## config.mk

```make
export PLATFORM = sky130hd
export DESIGN_NAME = cpu6502_execute_unit
export DESIGN_NICKNAME = d
export VERILOG_FILES = /design/src/sv/c6502_pkg.sv /design/src/sv/c6502_front.sv /design/src/sv/c6502_back.sv /design/src/sv/cpu6502_execute_unit.sv
export SDC_FILE = /design/constraint.sdc
export NUM_CORES = 1
export LEC_CHECK = 0
export BUFFER_PORTS_ARGS = -buffer_cell sky130_fd_sc_hd__buf_2
export CAP_MARGIN = 20
export CORE_ASPECT_RATIO = 1.1
export CORE_MARGIN = 1
export CORE_UTILIZATION = 35
export DETAILED_ROUTE_END_ITERATION = 6
export SYNTH_ARGS = -nofsm -noshare
export SYNTH_HDL_FRONTEND = slang
export SYNTH_SLANG_ARGS = --single-unit
```

## constraint.sdc

```tcl
create_clock -name clk_i -period 4.5 [get_ports clk_i]
set_input_delay 0.9 -clock clk_i [delete_from_list [all_inputs] [get_ports clk_i]]
set_output_delay 0.9 -clock clk_i [all_outputs]
set_load 0.005 [all_outputs]
```

## src/sv/c6502_pkg.sv

```systemverilog
`timescale 1ns / 1ps
package c6502_pkg;

  typedef enum logic [5:0] {
    OP_LDA = 6'd0, OP_LDX = 6'd1, OP_LDY = 6'd2, OP_STA = 6'd3, OP_STX = 6'd4,
    OP_STY = 6'd5, OP_TAX = 6'd6, OP_TAY = 6'd7, OP_TXA = 6'd8, OP_TYA = 6'd9,
    OP_TSX = 6'd10, OP_TXS = 6'd11, OP_PHA = 6'd12, OP_PHP = 6'd13, OP_PLA = 6'd14,
    OP_PLP = 6'd15, OP_AND = 6'd16, OP_EOR = 6'd17, OP_ORA = 6'd18, OP_BIT = 6'd19,
    OP_ADC = 6'd20, OP_SBC = 6'd21, OP_CMP = 6'd22, OP_CPX = 6'd23, OP_CPY = 6'd24,
    OP_INC = 6'd25, OP_INX = 6'd26, OP_INY = 6'd27, OP_DEC = 6'd28, OP_DEX = 6'd29,
    OP_DEY = 6'd30, OP_ASL = 6'd31, OP_LSR = 6'd32, OP_ROL = 6'd33, OP_ROR = 6'd34,
    OP_JMP = 6'd35, OP_BCC = 6'd36, OP_BCS = 6'd37, OP_BEQ = 6'd38, OP_BMI = 6'd39,
    OP_BNE = 6'd40, OP_BPL = 6'd41, OP_BVC = 6'd42, OP_BVS = 6'd43, OP_CLC = 6'd44,
    OP_CLD = 6'd45, OP_CLI = 6'd46, OP_CLV = 6'd47, OP_SEC = 6'd48, OP_SED = 6'd49,
    OP_SEI = 6'd50, OP_NOP = 6'd51
  } op_e;

  localparam logic [7:0] ResetSp = 8'hFF;
  localparam logic [7:0] ResetP = 8'b0110_0000;
  localparam logic [7:0] StackPage = 8'h01;
  localparam int FlC = 0;
  localparam int FlZ = 1;
  localparam int FlI = 2;
  localparam int FlD = 3;
  localparam int FlB = 4;
  localparam int FlOne = 5;
  localparam int FlV = 6;
  localparam int FlN = 7;

  // classified request carried from front to back
  typedef struct packed {
    op_e         op;
    logic [7:0]  operand;
    logic [15:0] address;
    logic [7:0]  disp;
  } req_t;

  localparam int ReqW = $bits(req_t);

  typedef struct packed {
    logic [7:0]  acc;
    logic [7:0]  x;
    logic [7:0]  y;
    logic [7:0]  sp;
    logic [7:0]  p;
    logic [15:0] pc;
    logic        we;
    logic [15:0] waddr;
    logic [7:0]  wdata;
  } res_t;

endpackage

```

## src/sv/c6502_front.sv

```systemverilog
`timescale 1ns / 1ps
module c6502_front (
  input  logic               clk_i,
  input  logic               rst_ni,
  input  logic               valid_i,
  output logic               ready_o,
  input  logic [5:0]         op_i,
  input  logic [7:0]         operand_i,
  input  logic [15:0]        address_i,
  input  logic [7:0]         disp_i,
  output logic               valid_o,
  input  logic               ready_i,
  output c6502_pkg::req_t    req_o
);
  // two-entry queue; out-of-range selectors are mapped to nop here
  c6502_pkg::req_t mem_q [2];
  logic rd_q, rd_d, wr_q, wr_d;
  logic [1:0] cnt_q, cnt_d;
  c6502_pkg::req_t req_w;
  logic push, pop;

  always_comb begin
    req_w.op      = (op_i > 6'd51) ? c6502_pkg::OP_NOP : c6502_pkg::op_e'(op_i);
    req_w.operand = operand_i;
    req_w.address = address_i;
    req_w.disp    = disp_i;
  end

  assign ready_o = (cnt_q != 2'd2);
  assign valid_o = (cnt_q != 2'd0);
  assign push = valid_i && ready_o;
  assign pop = valid_o && ready_i;
  assign req_o = mem_q[rd_q];
  assign rd_d = pop ? ~rd_q : rd_q;
  assign wr_d = push ? ~wr_q : wr_q;
  assign cnt_d = 2'(cnt_q + {1'b0, push} - {1'b0, pop});

  always_ff @(posedge clk_i) begin
    if (push) begin
      mem_q[wr_q] <= req_w;
    end
  end

  always_ff @(posedge clk_i or negedge rst_ni) begin
    if (!rst_ni) begin
      rd_q <= 1'b0;
      wr_q <= 1'b0;
      cnt_q <= 2'd0;
    end else begin
      rd_q <= rd_d;
      wr_q <= wr_d;
      cnt_q <= cnt_d;
    end
  end
endmodule

```

## src/sv/c6502_back.sv

```systemverilog
`timescale 1ns / 1ps
module c6502_back (
  input  logic               clk_i,
  input  logic               rst_ni,
  input  logic               valid_i,
  output logic               ready_o,
  input  c6502_pkg::req_t    req_i,
  output logic               valid_o,
  input  logic               ready_i,
  output c6502_pkg::res_t    res_o
);
  logic [7:0] a_q, a_d, x_q, x_d, y_q, y_d, s_q, s_d, p_q, p_d;
  logic [15:0] pc_q, pc_d;
  logic out_v_q;
  c6502_pkg::res_t res_q, res_d;
  logic fire;
  logic [7:0] m, addend, nz;
  logic [8:0] sum, cmpd;
  logic take, setnz;
  logic [7:0] cmpreg;

  assign ready_o = !out_v_q || ready_i;
  assign fire = valid_i && ready_o;
  assign m = req_i.operand;

  always_comb begin
    a_d = a_q; x_d = x_q; y_d = y_q; s_d = s_q; p_d = p_q; pc_d = pc_q;
    res_d.we = 1'b0; res_d.waddr = 16'd0; res_d.wdata = 8'd0;
    setnz = 1'b0; nz = 8'd0; take = 1'b0;
    addend = (req_i.op == c6502_pkg::OP_SBC) ? ~m : m;
    sum = {1'b0, a_q} + {1'b0, addend} + {8'd0, p_q[c6502_pkg::FlC]};
    unique case (req_i.op)
      c6502_pkg::OP_CPX: cmpreg = x_q;
      c6502_pkg::OP_CPY: cmpreg = y_q;
      default:           cmpreg = a_q;
    endcase
    cmpd = {1'b0, cmpreg} - {1'b0, m};
    unique case (req_i.op)
      c6502_pkg::OP_LDA, c6502_pkg::OP_PLA: begin
        a_d = m; setnz = 1'b1; nz = m;
        if (req_i.op == c6502_pkg::OP_PLA) s_d = s_q + 8'd1;
      end
      c6502_pkg::OP_LDX: begin x_d = m; setnz = 1'b1; nz = m; end
      c6502_pkg::OP_LDY: begin y_d = m; setnz = 1'b1; nz = m; end
      c6502_pkg::OP_STA: begin res_d.we = 1'b1; res_d.waddr = req_i.address; res_d.wdata = a_q; end
      c6502_pkg::OP_STX: begin res_d.we = 1'b1; res_d.waddr = req_i.address; res_d.wdata = x_q; end
      c6502_pkg::OP_STY: begin res_d.we = 1'b1; res_d.waddr = req_i.address; res_d.wdata = y_q; end
      c6502_pkg::OP_TAX: begin x_d = a_q; setnz = 1'b1; nz = a_q; end
      c6502_pkg::OP_TAY: begin y_d = a_q; setnz = 1'b1; nz = a_q; end
      c6502_pkg::OP_TXA: begin a_d = x_q; setnz = 1'b1; nz = x_q; end
      c6502_pkg::OP_TYA: begin a_d = y_q; setnz = 1'b1; nz = y_q; end
      c6502_pkg::OP_TSX: begin x_d = s_q; setnz = 1'b1; nz = s_q; end
      c6502_pkg::OP_TXS: s_d = x_q;
      c6502_pkg::OP_PHA, c6502_pkg::OP_PHP: begin
        res_d.we = 1'b1;
        res_d.waddr = {c6502_pkg::StackPage, s_q};
        res_d.wdata = (req_i.op == c6502_pkg::OP_PHA) ? a_q : (p_q | 8'h30);
        s_d = s_q - 8'd1;
      end
      c6502_pkg::OP_PLP: begin
        s_d = s_q + 8'd1;
        p_d = (m & 8'hEF) | (p_q & 8'h10) | 8'h20;
      end
      c6502_pkg::OP_AND: begin a_d = a_q & m; setnz = 1'b1; nz = a_q & m; end
      c6502_pkg::OP_EOR: begin a_d = a_q ^ m; setnz = 1'b1; nz = a_q ^ m; end
      c6502_pkg::OP_ORA: begin a_d = a_q | m; setnz = 1'b1; nz = a_q | m; end
      c6502_pkg::OP_BIT: begin
        p_d[c6502_pkg::FlN] = m[7];
        p_d[c6502_pkg::FlV] = m[6];
        p_d[c6502_pkg::FlZ] = ((a_q & m) == 8'd0);
      end
      c6502_pkg::OP_ADC, c6502_pkg::OP_SBC: begin
        a_d = sum[7:0]; setnz = 1'b1; nz = sum[7:0];
        p_d[c6502_pkg::FlC] = sum[8];
        p_d[c6502_pkg::FlV] = (a_q[7] ^ sum[7]) & (addend[7] ^ sum[7]);
      end
      c6502_pkg::OP_CMP, c6502_pkg::OP_CPX, c6502_pkg::OP_CPY: begin
        p_d[c6502_pkg::FlC] = ~cmpd[8]; setnz = 1'b1; nz = cmpd[7:0];
      end
      c6502_pkg::OP_INC, c6502_pkg::OP_DEC: begin
        res_d.we = 1'b1; res_d.waddr = req_i.address;
        res_d.wdata = (req_i.op == c6502_pkg::OP_INC) ? m + 8'd1 : m - 8'd1;
        setnz = 1'b1; nz = res_d.wdata;
      end
      c6502_pkg::OP_INX: begin x_d = x_q + 8'd1; setnz = 1'b1; nz = x_d; end
      c6502_pkg::OP_INY: begin y_d = y_q + 8'd1; setnz = 1'b1; nz = y_d; end
      c6502_pkg::OP_DEX: begin x_d = x_q - 8'd1; setnz = 1'b1; nz = x_d; end
      c6502_pkg::OP_DEY: begin y_d = y_q - 8'd1; setnz = 1'b1; nz = y_d; end
      c6502_pkg::OP_ASL, c6502_pkg::OP_ROL: begin
        a_d = {a_q[6:0], (req_i.op == c6502_pkg::OP_ROL) & p_q[c6502_pkg::FlC]};
        p_d[c6502_pkg::FlC] = a_q[7]; setnz = 1'b1; nz = a_d;
      end
      c6502_pkg::OP_LSR, c6502_pkg::OP_ROR: begin
        a_d = {(req_i.op == c6502_pkg::OP_ROR) & p_q[c6502_pkg::FlC], a_q[7:1]};
        p_d[c6502_pkg::FlC] = a_q[0]; setnz = 1'b1; nz = a_d;
      end
      c6502_pkg::OP_JMP: pc_d = req_i.address;
      c6502_pkg::OP_BCC: take = !p_q[c6502_pkg::FlC];
      c6502_pkg::OP_BCS: take = p_q[c6502_pkg::FlC];
      c6502_pkg::OP_BEQ: take = p_q[c6502_pkg::FlZ];
      c6502_pkg::OP_BMI: take = p_q[c6502_pkg::FlN];
      c6502_pkg::OP_BNE: take = !p_q[c6502_pkg::FlZ];
      c6502_pkg::OP_BPL: take = !p_q[c6502_pkg::FlN];
      c6502_pkg::OP_BVC: take = !p_q[c6502_pkg::FlV];
      c6502_pkg::OP_BVS: take = p_q[c6502_pkg::FlV];
      c6502_pkg::OP_CLC: p_d[c6502_pkg::FlC] = 1'b0;
      c6502_pkg::OP_CLD: p_d[c6502_pkg::FlD] = 1'b0;
      c6502_pkg::OP_CLI: p_d[c6502_pkg::FlI] = 1'b0;
      c6502_pkg::OP_CLV: p_d[c6502_pkg::FlV] = 1'b0;
      c6502_pkg::OP_SEC: p_d[c6502_pkg::FlC] = 1'b1;
      c6502_pkg::OP_SED: p_d[c6502_pkg::FlD] = 1'b1;
      c6502_pkg::OP_SEI: p_d[c6502_pkg::FlI] = 1'b1;
      default: ;
    endcase
    if (take) pc_d = pc_q + {{8{req_i.disp[7]}}, req_i.disp};
    if (setnz) begin
      p_d[c6502_pkg::FlZ] = (nz == 8'd0);
      p_d[c6502_pkg::FlN] = nz[7];
    end
    res_d.acc = a_d; res_d.x = x_d; res_d.y = y_d;
    res_d.sp = s_d; res_d.p = p_d; res_d.pc = pc_d;
  end

  always_ff @(posedge clk_i) begin
    if (fire) res_q <= res_d;
  end

  always_ff @(posedge clk_i or negedge rst_ni) begin
    if (!rst_ni) begin
      a_q <= 8'd0; x_q <= 8'd0; y_q <= 8'd0;
      s_q <= c6502_pkg::ResetSp; p_q <= c6502_pkg::ResetP; pc_q <= 16'd0;
      out_v_q <= 1'b0;
    end else begin
      if (fire) begin
        a_q <= a_d; x_q <= x_d; y_q <= y_d; s_q <= s_d; p_q <= p_d; pc_q <= pc_d;
      end
      if (fire) out_v_q <= 1'b1;
      else if (ready_i) out_v_q <= 1'b0;
    end
  end

  assign valid_o = out_v_q;
  assign res_o = res_q;
endmodule

```

## src/sv/cpu6502_execute_unit.sv

```systemverilog
`timescale 1ns / 1ps
// execute unit of a 6502-style cpu holding a, x, y, s, p and pc. one request
// per cycle sustained while the output is not stalled: a front queue (two
// entries) takes and classifies requests, the back stage executes one per
// cycle against the architectural registers and holds the result in an
// output register, so a request is taken as a waiting result is accepted.
// decimal mode is stored only; selectors above nop act as nop.
module cpu6502_execute_unit (
  input  logic        clk_i,
  input  logic        rst_ni,
  input  logic        s_axis_tvalid,
  output logic        s_axis_tready,
  // req_type[5:0], operand[13:6], address[29:14], displacement[37:30], pad
  input  logic [39:0] s_axis_tdata,
  output logic        m_axis_tvalid,
  input  logic        m_axis_tready,
  // acc_out[7:0], x_out[15:8], y_out[23:16], sp_out[31:24], flags_out[39:32],
  // pc_out[55:40], write_enable[56], write_address[72:57], write_data[80:73], pad
  output logic [87:0] m_axis_tdata
);
  c6502_pkg::req_t q_req;
  c6502_pkg::res_t res;
  logic q_valid, q_ready;

  c6502_front u_front (
    .clk_i, .rst_ni,
    .valid_i(s_axis_tvalid), .ready_o(s_axis_tready),
    .op_i(s_axis_tdata[5:0]), .operand_i(s_axis_tdata[13:6]),
    .address_i(s_axis_tdata[29:14]), .disp_i(s_axis_tdata[37:30]),
    .valid_o(q_valid), .ready_i(q_ready), .req_o(q_req)
  );

  c6502_back u_back (
    .clk_i, .rst_ni,
    .valid_i(q_valid), .ready_o(q_ready), .req_i(q_req),
    .valid_o(m_axis_tvalid), .ready_i(m_axis_tready), .res_o(res)
  );

  assign m_axis_tdata = {7'd0, res.wdata, res.waddr, res.we, res.pc, res.p,
                         res.sp, res.y, res.x, res.acc};

  // status bit 5 always reads as one in any delivered result
  a_one: assert property (@(posedge clk_i) disable iff (!rst_ni)
    m_axis_tvalid |-> m_axis_tdata[37]) else $error("flag bit 5 clear");
  // no write means zero address and data
  a_nowr: assert property (@(posedge clk_i) disable iff (!rst_ni)
    (m_axis_tvalid && !m_axis_tdata[56]) |-> (m_axis_tdata[80:57] == 24'd0))
    else $error("stale write fields");
  // result stays while stalled
  a_hold: assert property (@(posedge clk_i) disable iff (!rst_ni)
    (m_axis_tvalid && !m_axis_tready) |=> $stable(m_axis_tdata))
    else $error("result changed under stall");
endmodule
```

==> results.py, run 1 <==
metrics = {
    "run_status": {
        "status": "complete, no violations",
    },
    "setup_path": {
        "r2r_slack_ns": 0.12,
        "critPathRequiredTime_ns": 4.99,
        "cp_cell_sequence": "or3b_2 -> nand2_1 -> nand3_2 -> buf_4 -> xnor2_1 -> ha_1 -> a21oi_1 -> o22ai_1 -> nor2_1 -> xnor2_1 -> a221o_1 -> nor4_1 -> buf_4 -> nand4_1 -> buf_4 -> o31ai_4 -> mux2_2",
        "worstSetupEndpointType": "register",
        "crit_top_cell": "buf_4",
        "path_buf_inv": 3,
        "worstPathArrival_ns": 4.87,
        "cp_top_family": "simple AND/OR/NAND/NOR gates",
        "cpMaxStageDelayCell": "or3b_2",
        "cp_max_fo": 11,
        "cpPeakStageDelay_ns": 0.52,
        "crit_type": "reg2reg",
        "cp-start-kind": "register",
    },
    "finish": {
        "instances_no_fill": 2030,
        "antenna_cells": 0,
        "layout_common_cells": "nand2_1, edfxtp_1, buf_2",
        "layout-drive-gt1-share_pct": 21.96,
        "design_area_sq_mm": 0.01597,
        "final_common_cell": "nand2_1",
        "fill_cells": 3747,
        "num-nets-final": 1620,
        "final_core_util_pct": 41.92,
        "area_growth_pct": 18.16,
    },
    "synth": {
        "synth_area_leaders": "edfxtp_1, dfrtp_1, ha_1, nand2_1, mux2_2",
        "yosys_warnings": 0,
        "ys_ff_latch": 216,
        "syn_inst": 1356,
        "synth_enable_flop_cells": 156,
        "synth_seq_area_share_pct": 45.85,
        "avgSynthCellArea_sq_um": 9.969,
        "async_reset_ff_share_pct": 27.78,
        "syn_area_sq_mm": 0.01352,
        "ys_types": 90,
        "synth_top_area_share_pct": 34.65,
        "synth_top_cell_by_area": "edfxtp_1",
        "synthFlopType": "edfxtp_1",
    },
    "sta": {
        "worst_pin_slew_ns": 0.9502,
        "tns_ns": 0,
        "fin_crit_ns": 4.377,
        "max_freq_ghz": 0.2285,
        "setup_viol": 0,
        "rsz0062_at_grt": "no",
        "drv_slew": 0,
        "post-route-period-util_pct": 97.26,
        "slew_headroom_pct": 36.65,
        "layout_setup_ws_ns": 0.1232,
        "finalHoldViolCount": 0,
        "fin_skew_ns": 0.01772,
    },
    "placed_design": {
        "pre_cts_slack_ns": 0.1042,
        "port_buffers": 123,
        "place_congestion": 1.018,
        "place_inst": 1981,
        "placed_area_sq_mm": 0.01506,
        "hpwlAfterDp_um": 34920,
    },
    "drt": {
        "wl_um": 46970,
        "drcViolationCount": 0,
        "dr.first_iter.drc_count": 1039,
        "wl_per_cell_um": 23.14,
        "drtPass1Iterations": 6,
        "via_per_inst": 5.709,
        "vias": 11590,
        "ant_nets": 0,
    },
    "power": {
        "power_density_mw_per_mm2": 762.1,
        "irDropWorstVdd_mv": 0.5403,
        "p_leak_nw": 6.391,
    },
    "floorplan": {
        "io_pins": 134,
        "initial_utilization_pct": 35.48,
        "die_y_um": 208.1,
        "dieArea_sq_mm": 0.03941,
        "chipWidth_um": 189.4,
        "row_count": 75,
        "coreArea_sq_mm": 0.03810,
    },
    "clocking": {
        "cts_buffers": 26,
        "clk_latency_ns": 0.56,
        "clock_path_buffers": 3,
        "cts_sinks": 216,
        "clkTransAtPathRegs_ns": 0.06,
        "clockRootBuffer": "clkbuf_16",
        "cts_tree": "done",
        "cts_max_level": 1,
    },
    "global_route": {
        "grt_max_degree": 68,
        "antenna_found_initial": 0,
        "grt_pass1_wl_um": 70350,
        "grt_pass1_vias": 11180,
        "grt_overflow": 0,
        "grt_usage_pct": 23.60,
    },
    "run": {
        "maxCapViolCount": 0,
    },
    "worst_hold_path": {
        "min_path_type": "in2async",
    },
}
-- worst register-to-register path, delay by kind of cell, from the launching register on --
family                     cells  cell delay [ns]
and+or+nand+nor                6             1.42
AOI/OAI and AO/OA              4             1.01
buffers and inverters          3             0.59
DFF                            1             0.47
xor gates and xnor gates       2             0.34
adders and majority gates      1             0.28
muxes                          1             0.19
-- cells by family (layout without fill, tap and decap cells) --
| family | after synthesis | after routing | synth area share [%] |
|---|---|---|---|
| xor gates and xnor gates | 55 | 55 | 3.563 |
| AOI/OAI and AO/OA | 349 | 349 | 17.60 |
| adders and majority gates | 66 | 66 | 6.387 |
| other | 1 | 8 | 0.02774 |
| muxes | 81 | 81 | 6.618 |
| buffers and inverters | 143 | 310 | 4.544 |
| DFF | 216 | 216 | 45.85 |
| and+or+nand+nor | 445 | 445 | 15.40 |
-- layer usage --
layer	vias to the layer above	part of all wire (%)	track usage, %	wire length (um)
met3	87	6.6	3.897	3105
li1	5348	-	-	-
met4	0	3.5	8.176	1648
met2	473	47	38.73	22020
met1	5682	43	31.34	20190
met5	-	0	0	0
-- what timing repair did --
item / 4_1_cts / 5_1_grt
hold buffers: 0 / 0
endpoints found under the setup margin: 0 / 5
setup buffers: 0 / 1
hold endpoints to repair: 0 / 0
gates resized for setup: 0 / 10
-- flip-flops by register name (all words and copies together), names as in the netlist --
signal / count
u_back.res_o: 80
u_front.mem_q: 76
u_back.pc_q: 16
u_back.a_q: 8
u_back.s_q: 8
u_back.x_q: 8
u_back.y_q: 8
u_back.p_q: 7
u_front.cnt_q: 2
u_back.valid_o: 1
u_front.rd_q: 1
u_front.wr_q: 1
-- layout make-up --
| cell class | count | area, sq um | area share, % |
|---|---|---|---|
| clock buffer | 32 | 693.2 | 4.340 |
| tap | 500 | 625.6 | 3.917 |
| clock inverter | 16 | 158.9 | 0.9948 |
| sequential | 216 | 6200 | 38.81 |
| timing repair buffer | 210 | 1281 | 8.021 |
| inverter | 52 | 200.2 | 1.253 |
| multi-input combinational | 1004 | 6814 | 42.66 |
-- per-stage QoR --
stage / hold slack (ns) / power [W]
final: 0.4807 / 0.01217
after detailed placement: 0.4813 / 0.009969
after global routing: 0.5095 / 0.01291
after global placement: 0.4730 / 0.009878
after floorplan: 0.4536 / 0.007609
after CTS: 0.4901 / 0.01211
-- Yosys cell counts (28+ instances only) --
cell and n:
ha_1 61, a21oi_1 73, mux2_2 36, edfxtp_1 156
nand2_1 170, inv_1 48, dfrtp_1 50, o211ai_1 30
o21ai_0 75, mux2i_1 39, clkbuf_1 65, nand3_1 48
nor2_1 101, xnor2_1 35, a22oi_1 28
-- final timing paths --
kind,from,to,cells after the start
max in group asynchronous,rst_ni,u_back.s_q[1],2
max,u_front.rd_q,u_back.p_q[1],17
min reg2reg,u_back.s_q[7],u_back.s_q[7],2
max reg2reg,u_front.rd_q,u_back.p_q[1],17
min,rst_ni,u_back.y_q[0],1
min in group clk_i,u_back.s_q[7],u_back.s_q[7],2
-- report_power, final --
group	total (W)	switching, W	internal [W]
clock network	0.00207	0.000851	0.00122
registers	0.00377	0.000665	0.00311
logic	0.00633	0.00379	0.00254
total	0.0122	0.00531	0.00686
Power figures use the tool's default switching activity.
==> run 2, diff against run 1 <==
Settings changed: PLACE_DENSITY_LB_ADDON set to 0.05, RECOVER_POWER set to 50.
==> results.py, run 2 (synthesis results as in run 1) <==
metrics = {
    "power": {
        "sw_frac_of_total_pct": 43.69,
        "p_leak_nw": 6.424,
        "power_w": 0.01222,
        "seq_power_share_pct": 30.3,
        "irDropWorstVdd_mv": 0.3233,
        "switchingPower_w": 0.005337,
        "p_int_w": 0.006879,
        "power_density_mw_per_mm2": 759.8,
        "share_comb_of_total_power_pct": 53.7,
        "clkPwrFrac_pct": 16.0,
    },
    "floorplan": {
        "chipWidth_um": 189.4,
        "coreArea_sq_mm": 0.03810,
        "io_pins": 134,
        "row_count": 75,
        "die_y_um": 208.1,
        "initial_utilization_pct": 35.48,
        "dieArea_sq_mm": 0.03941,
    },
    "setup_path": {
        "worstSetupEndpointType": "register",
        "critPathRequiredTime_ns": 4.98,
        "crit_type": "reg2reg",
        "worstPathArrival_ns": 4.84,
        "cp_max_fo": 6,
        "startpoint": "u_front.rd_q",
        "worst-r2r-cell-count": 20,
        "cp-start-kind": "register",
        "timing.rr.start": "u_front.rd_q",
    },
    "finish": {
        "instances_no_fill": 2054,
        "largest_reg_flops": 80,
        "layout_common_cells": "nand2_1, edfxtp_1, buf_4",
        "num-nets-final": 1646,
        "antenna_cells": 0,
        "multi_input_area_sq_mm": 0.006824,
        "final_common_cell": "nand2_1",
        "final_core_util_pct": 42.20,
        "fill_cells": 3838,
        "layout-drive-gt1-share_pct": 21.69,
        "area_growth_pct": 18.93,
        "final-seq-area_sq_mm": 0.006200,
    },
    "drt": {
        "via_per_inst": 5.626,
        "wl_per_cell_um": 24.10,
        "ant_nets": 0,
        "wl_um": 49510,
        "vias": 11560,
        "drtPass1Iterations": 7,
        "dr.first_iter.drc_count": 958,
        "drcViolationCount": 0,
    },
    "global_route": {
        "grt_usage_pct": 25.05,
        "use_met3_pct": 3.694,
        "grt.met2_usage_pct": 42.62,
        "use_met1_pct": 31.56,
        "grt.busiest_layer": "met2",
        "grt_pass1_vias": 11200,
        "grt_overflow": 0,
        "antenna_found_initial": 1,
        "grt_max_degree": 75,
        "grt_pass1_wl_um": 73600,
    },
    "run_status": {
        "violations": "max-capacitance violations, max-slew violations",
        "status": "finished with violations",
    },
    "clocking": {
        "clkTransAtPathRegs_ns": 0.06,
        "cts_tree": "done",
        "clockRootBuffer": "clkbuf_16",
        "cts_buffers": 25,
        "clock_path_buffers": 3,
        "cts_max_level": 1,
        "clk_latency_ns": 0.54,
        "cts_sinks": 216,
    },
    "sta": {
        "fin_crit_ns": 4.364,
        "setup_viol": 0,
        "worst_pin_slew_ns": 2.430,
        "post-route-period-util_pct": 96.97,
        "slew_headroom_pct": -62.57,
        "max_freq_ghz": 0.2292,
        "fin_skew_ns": 0.01139,
        "drv_slew": 88,
        "layout_setup_ws_ns": 0.1365,
        "finalHoldViolCount": 0,
        "worst_hold_slack_ns": 0.4843,
        "rsz0062_at_grt": "yes",
    },
    "placed_design": {
        "port_buffers": 123,
        "place_inst": 2004,
        "place_congestion": 1.008,
        "pre_cts_slack_ns": -0.08895,
        "hpwlAfterDp_um": 37080,
    },
    "run": {
        "maxCapViolCount": 2,
    },
    "worst_hold_path": {
        "whs_path_depth": 2,
        "hp-start": "u_front.cnt_q[0]",
        "min_path_type": "reg2reg",
    },
}
run 2: area by class of cell:
type | instances | area share, %
Multi-Input combinational cell | 1004 | 42.45
Sequential cell | 216 | 38.56
Timing Repair Buffer | 237 | 9.043
Clock buffer | 36 | 4.335
Tap cell | 500 | 3.891
Inverter | 52 | 1.245
Clock inverter | 9 | 0.4747
run 2: per-layer routing:
| metal | routed length [um] | up-vias |
|---|---|---|
| li1 | - | 5416 |
| met4 | 2176 | 2 |
| met1 | 20280 | 5653 |
| met5 | 8 | - |
| met2 | 24280 | 401 |
| met3 | 2763 | 84 |
run 2: critical path, cell delays in order, from the launching register on:
cell,delay [ns]
dfrtp_2,0.45
buf_2,0.17
or3b_4,0.40
nand2_1,0.11
and3_4,0.20
a31oi_1,0.08
a221oi_1,0.32
buf_4,0.18
ha_1,0.14
inv_1,0.05
fa_2,0.34
a21o_1,0.20
a21oi_2,0.16
xor2_1,0.20
a31oi_2,0.14
nor4b_2,0.31
buf_4,0.16
nand4_1,0.10
o31ai_2,0.24
buf_4,0.20
mux2_2,0.14
run 2: per-stage QoR:
| step | setup TNS (ns) | cell area (sq um) |
|---|---|---|
| after global routing | -0.01642 | 16080 |
| after CTS | 0 | 16010 |
| final | 0 | 16080 |
| after detailed placement | -0.09874 | 15230 |
| after floorplan | 0 | 13550 |
| after global placement | -0.02823 | 15230 |
run 2: worst paths after layout:
kind / to / slack [ns]
max in group asynchronous: u_front.rd_q / 2.32
worst max-delay path: u_back.p_q[1] / 0.14
worst min-delay path: u_back.valid_o / 0.48
worst min register to register: u_back.valid_o / 0.48
worst max register to register: u_back.p_q[1] / 0.14
min in group asynchronous: u_back.pc_q[7] / 0.92
run 2: repair_timing:
| action | in CTS | in global routing |
|---|---|---|
| hold buffers | 0 | 0 |
| cloned | 0 | 0 |
| endpoints found under the setup margin | 2 | 5 |
| pin swaps | 0 | 7 |
| gates resized for setup | 2 | 18 |
| setup buffers | 0 | 4 |
run 2: power by group through the flow:
stage / Clock, W / Combinational, W / Sequential (W)
6_report: 0.00195 / 0.00656 / 0.00370
5_1_grt: 0.00209 / 0.00716 / 0.00378
4_1_cts: 0.00201 / 0.00650 / 0.00370
3_5_place_dp: 0 / 0.00646 / 0.00373
3_3_place_gp: 0 / 0.00644 / 0.00372
2_1_floorplan: 0 / 0.00413 / 0.00348
